===== src/design/fir_pkg.sv =====
// shared types and constants for the q15 fir filter
package fir_pkg;

	// filter size and field widths
	localparam int MAX_TAPS = 64;
	localparam int TAP_W    = (MAX_TAPS > 1) ? $clog2(MAX_TAPS) : 1;
	localparam int TC_W     = 7;
	localparam int IDX_W    = 6;
	localparam int SMP_W    = 16;
	localparam int PROD_W   = 2 * SMP_W;
	localparam int ACC_W    = PROD_W + TAP_W;
	localparam int FRAC_W   = 15;

	// rounding and q30 clamp limits
	localparam logic signed [ACC_W-1:0] ROUND_CONST = ACC_W'(1 << 14);
	localparam logic signed [ACC_W-1:0] SAT_HIGH    = ACC_W'(64'sh3fff_ffff);
	localparam logic signed [ACC_W-1:0] SAT_LOW     = ACC_W'(-64'sh4000_0000);

	// request codes
	localparam logic REQ_SAMPLE = 1'b0;
	localparam logic REQ_COEF   = 1'b1;

	// input beat
	typedef struct packed {
		logic                    req_type;
		logic signed [SMP_W-1:0] sample_in;
		logic [IDX_W-1:0]        coef_index;
		logic signed [SMP_W-1:0] coef_value;
		logic                    block_end;
	} req_t;

	// result beat
	typedef struct packed {
		logic signed [SMP_W-1:0] filtered_out;
		logic                    block_end_out;
	} res_t;

	// per-cell control from the top level
	typedef struct packed {
		logic shift;
		logic coef_we;
		logic start;
	} cell_ctl_t;

	// partial sum moving from one cell to its lower neighbor
	typedef struct packed {
		logic                    act;
		logic signed [ACC_W-1:0] psum;
	} link_t;

endpackage


===== src/design/fir_cell.sv =====
// one tap cell: sample register, coefficient, product and partial sum stage
module fir_cell (
	input  logic                             clk,
	input  logic                             arst_n,
	input  fir_pkg::cell_ctl_t               ctl,
	input  logic signed [fir_pkg::SMP_W-1:0] x_in,
	input  logic signed [fir_pkg::SMP_W-1:0] coef_in,
	input  fir_pkg::link_t                   link_in,
	output logic signed [fir_pkg::SMP_W-1:0] x_out,
	output fir_pkg::link_t                   link_out
);
	import fir_pkg::*;

	logic signed [SMP_W-1:0]  x_q;
	logic signed [SMP_W-1:0]  coef_q;
	logic signed [PROD_W-1:0] prod_q;
	logic                     act_q;
	logic signed [ACC_W-1:0]  psum_q;

	// sample history, coefficient and tap product
	always_ff @(posedge clk or negedge arst_n) begin
		if (!arst_n) begin
			x_q    <= '0;
			coef_q <= '0;
			prod_q <= '0;
		end else begin
			if (ctl.shift) begin
				x_q <= x_in;
			end
			if (ctl.coef_we) begin
				coef_q <= coef_in;
			end
			prod_q <= coef_q * x_q;
		end
	end

	// activity marker of the running sum
	always_ff @(posedge clk or negedge arst_n) begin
		if (!arst_n) begin
			act_q <= 1'b0;
		end else begin
			act_q <= ctl.start | link_in.act;
		end
	end

	// partial sum: seeded with the rounding term at the last tap, else accumulated
	always_ff @(posedge clk) begin
		if (ctl.start) begin
			psum_q <= ROUND_CONST + ACC_W'(prod_q);
		end else begin
			psum_q <= link_in.psum + ACC_W'(prod_q);
		end
	end

	assign x_out         = x_q;
	assign link_out.act  = act_q;
	assign link_out.psum = psum_q;

endmodule


===== config.mk =====
export PLATFORM = sky130hd
export DESIGN_NAME = fir_cell
export DESIGN_NICKNAME = d
export VERILOG_FILES = /design/src/design/fir_pkg.sv /design/src/design/fir_cell.sv
export SDC_FILE = /design/constraint.sdc
export NUM_CORES = 1
export LEC_CHECK = 0
export BUFFER_PORTS_ARGS = -buffer_cell sky130_fd_sc_hd__clkbuf_2
export CORE_MARGIN = 1
export CORE_UTILIZATION = 43
export CTS_CLUSTER_SIZE = 8
export DETAILED_ROUTE_END_ITERATION = 7
export PLACE_DENSITY_LB_ADDON = 0.2
export SKIP_CTS_REPAIR_TIMING = 1
export SYNTH_ARGS = -nofsm -noshare
export SYNTH_HDL_FRONTEND = slang
export SYNTH_SLANG_ARGS = --single-unit

===== constraint.sdc =====
create_clock -name clk -period 8.5 [get_ports clk]
set_input_delay 0.85 -clock clk [delete_from_list [all_inputs] [get_ports clk]]
set_output_delay 0.85 -clock clk [all_outputs]
set_load 0.02 [all_outputs]

# Word level (Yosys, flattened, before mapping)
# Cells that the tools add are included.
classes:
  addsub: 2
  multipliers: 1
  n_mux: 1
  bitwise: 1
ops:
  columns: ["op", "n"]
  rows:
  - ["$add A38 B32 Y38", 1]
  - ["$mux W38", 1]
  - ["$add A16 B32 Y33 const A", 1]
  - ["$mul A16 B16 Y32", 1]
  - ["$or A1 B1 Y1", 1]
word_totals:
  register_bits: 103
  input_bits: 76
  elab_cells: 10

# Logic depth before layout (Yosys ltp)
depth:
  word_depth: 2
  ltp_mapped: 23
  depth_no_buf: 22

# Least setup slack after synthesis
# Ideal clock, no wire load.
synth_timing:
  kind: "reg2reg"
  from: "register x_q[1] (netlist: x_out[1])"
  to: "register prod_q[30]"
  arrival_time_ns: 5.988
  t_required_ns: 8.374
  setup_slack_ns: 2.386
  stages_incl_launch_ff: 20
  path_buffers: 1
  period_less_slack_ns: 6.114
  cell_sequence: "dfrtp_1 > clkbuf_1 > nand2_1 > fa_1 > fa_1 > inv_1 > fa_1 > fa_1 > fa_1 > inv_1 > fa_1 > inv_1 > ha_1 > nand2_2 > or3_1 > o31a_1 > a211o_1 > and2_4 > o2111a_1 > a311o_1"
synth_via:
  elab_chain_len: 1
synth_lines:
  columns: ["item", "line", "rtl"]
  rows:
  - ["start, declared", "fir_cell.sv:14", "logic signed [SMP_W-1:0] x_q;"]
  - ["start signal, assigned", "fir_cell.sv:28", "x_q <= x_in;"]
  - ["$mul A16 B16 Y32", "fir_cell.sv:33", "prod_q <= coef_q * x_q;"]
  - ["end signal, assigned", "fir_cell.sv:33", null]
  - ["end, declared", "fir_cell.sv:16", "logic signed [PROD_W-1:0] prod_q;"]
# No other way between the ends.
# A chain may end at the register's enable or synchronous reset.

# Worst setup path in the final report
layout_timing:
  from: "register x_q[5] (netlist: x_out[5])"
  to: "register prod_q[31]"
# The elaborated chain is that of the path after synthesis.

==> impl_metrics.py <==
metrics = {
    "place": {
        "io_buffers": 130,
        "gp_congestion": 0.890,
        "hpwl_microns": 32700,
        "dp_slack_ps": 1960,
        "placedCellCount": 2259,
    },
    "clocking": {
        "insertion_delay_ps": 390,
        "cts.sinks": 103,
        "cts_buffers": 9,
        "cts.path.max_buffers": 2,
        "cts_tree": "built",
        "clock-root-buffer": "clkbuf_16",
        "path_clk_slew_ps": 90,
        "htreeDepth": 3,
    },
    "grt": {
        "track_usage": 0.225,
        "grt.overflow.total": 0,
        "grt_pass1_wl_microns": 66000,
        "gr-max-usage-layer": "met2",
        "grt_max_degree": 76,
        "antenna_found_initial": 0,
        "met2_usage": 0.393,
        "grtUsageMet3": 0.0225,
        "grt_pass1_vias": 12620,
        "grt_util_met1": 0.291,
    },
    "timing": {
        "slew_headroom": 0.368,
        "fin_worst_skew_ps": 12.7,
        "max_freq_mhz": 152,
        "finalSetupTns_ps": 0,
        "hold_violations": 0,
        "setup_violations": 0,
        "tightest_slew_ps": 948,
        "period_share": 0.773,
        "rsz0062_at_grt": "false",
        "setup_slack_ps": 1930,
        "worst_hold_slack_ps": 504,
        "period_needed_ps": 6570,
        "drv_slew": 0,
    },
    "worst_setup_path": {
        "critPathLaunchType": "flip-flop",
        "critical_path_class": "reg -> reg",
        "required_ps": 8800,
        "crit_arrival_ps": 6860,
        "r2r_cells": 19,
        "cp-end-kind": "flip-flop",
        "crit_fanout": 18,
    },
    "cells_and_area": {
        "nNetsFinal": 2268,
        "area_delta_synth_final_pct": 8.42,
        "n_antenna_cell": 0,
        "fin_cells": 2275,
        "drive_gt1_frac": 0.108,
    },
    "outcome": {
        "status": "complete, but fails checks",
        "violations": "DRC",
    },
    "flow_run": {
        "drv_cap": 0,
    },
    "synth": {
        "avgSynthCellArea_sq_um": 9.14,
        "synth_edf_count": 0,
        "synth_seq_cells": 103,
        "synth_fp_nets": 2181,
        "ys.flop_type": "dfrtp_1",
        "netlist_instances": 1722,
        "synth_area_leaders": "fa_1, dfrtp_1, ha_1, inv_1, and2_1",
        "synth.distinct_cells": 73,
        "synth_area_sq_um": 15700,
        "ys_async_sr_fraction": 0.631,
        "ys_seq_area_frac": 0.152,
        "synth_largest_area_cell": "fa_1",
        "yosysTopAreaCellShare": 0.335,
        "yosysWarnings": 0,
    },
    "drt": {
        "drc": 13,
        "ant_nets": 0,
        "dr.pass1.iters": 7,
        "viasPerCell": 5.36,
        "vias": 12201,
        "drt_wl_total_microns": 40400,
        "wl_per_cell_microns": 17.8,
        "drt_iter0_markers": 684,
    },
    "floorplanning": {
        "fp.dieW_microns": 193,
        "die_area_sq_um": 37400,
        "num_rows": 69,
        "chipHeight_microns": 193,
        "start_util": 0.439,
        "ios": 131,
        "core_area_sq_um": 35800,
    },
    "min_path": {
        "worstHoldPathCells": 2,
        "hold_path_class": "reg -> reg",
    },
}
per-stage QoR:
stage          utilization  instance area, sq um
2_1_floorplan            -                 15700
3_3_place_gp         0.468                 16800
3_5_place_dp         0.468                 16800
4_1_cts              0.476                 17100
5_1_grt              0.476                 17100
6_report             0.476                 17100
placed cells by master (no fill, tap or decap), drive strengths merged, types with 5 or more instances in the layout:
| cell | n |
|---|---|
| inv | 329 |
| fa | 263 |
| nand2 | 182 |
| clkbuf | 138 |
| and2 | 129 |
| ha | 120 |
| nor2 | 66 |
| dfrtp | 65 |
| o21ai | 58 |
| a21oi | 55 |
| xnor2 | 43 |
| dfxtp | 38 |
| a21o | 33 |
| mux2 | 32 |
| nand3 | 31 |
| xor2 | 21 |
| nor3 | 18 |
| and3 | 16 |
| nand4 | 16 |
| a211oi | 14 |
| o211ai | 11 |
| nand2b | 10 |
| o31ai | 10 |
| o21bai | 9 |
| nor3b | 8 |
| o21a | 8 |
| or3 | 7 |
| a31oi | 6 |
| a211o | 6 |
| or2 | 5 |
| nor2b | 5 |
| a41oi | 5 |
| a311oi | 5 |
path summary, 6_finish.rpt:
path | start | end | slack [ps]
worst max-delay path | x_out[5] | prod_q[31] | 1930
worst min-delay path | prod_q[11] | psum_q[11] | 500
worst max register to register | x_out[5] | prod_q[31] | 1930
worst min register to register | prod_q[11] | psum_q[11] | 500
max in group asynchronous | arst_n | coef_q[7] | 7210
min in group asynchronous | arst_n | act_q | 650
worst max-delay path, stage by stage (launching register included):
cell	delay [ps]
dfrtp_1	770
and2_1	260
inv_1	70
fa_1	550
inv_1	70
fa_1	800
fa_1	520
fa_1	500
fa_1	540
inv_1	60
fa_1	530
inv_1	50
ha_1	360
nand2_1	100
nor2_1	160
nand2_1	70
or4_1	470
nand3_1	230
a211oi_1	110
a311oi_1	260
cell type report:
type / instances / area, sq um
multi-input cells: 1238 / 11900
flip-flops and latches: 103 / 2390
fillers: 3479 / 18800
clock inverters: 7 / 72.6
well taps: 461 / 577
clock buffers: 9 / 225
repair buffers: 132 / 666
inverters: 325 / 1220
flip-flops by register name, summed over array words and instances, names as in the netlist:
signal  flops
act_q       1
coef_q     16
prod_q     32
psum_q     38
x_out      16
synthesized netlist by cell type (all sizes together) (31+ instances only):
cell type / n
inv: 325
fa: 263
nand2: 182
and2: 129
ha: 120
nor2: 66
dfrtp: 65
o21ai: 58
a21oi: 55
clkbuf: 48
xnor2: 43
dfxtp: 38
a21o: 33
mux2: 32
nand3: 31
kinds of logic (layout without fill, tap and decap cells):
family | after synthesis | after routing | synth area share
compound gates | 250 | 250 | 0.106
buf+inv | 381 | 473 | 0.0912
simple gates | 508 | 508 | 0.162
xor+xnor | 64 | 64 | 0.0356
mux | 33 | 33 | 0.0235
flops | 103 | 103 | 0.152
fa+ha+maj | 383 | 383 | 0.430
metal layers:
| layer | up-vias | share of wire |
|---|---|---|
| li1 | 5660 | - |
| met1 | 6189 | 0.43 |
| met2 | 290 | 0.51 |
| met3 | 62 | 0.036 |
| met4 | 0 | 0.030 |
| met5 | - | 0 |
Power is not shown: default switching activity piles up to over one toggle a cycle in this logic, so the estimate is an artifact.
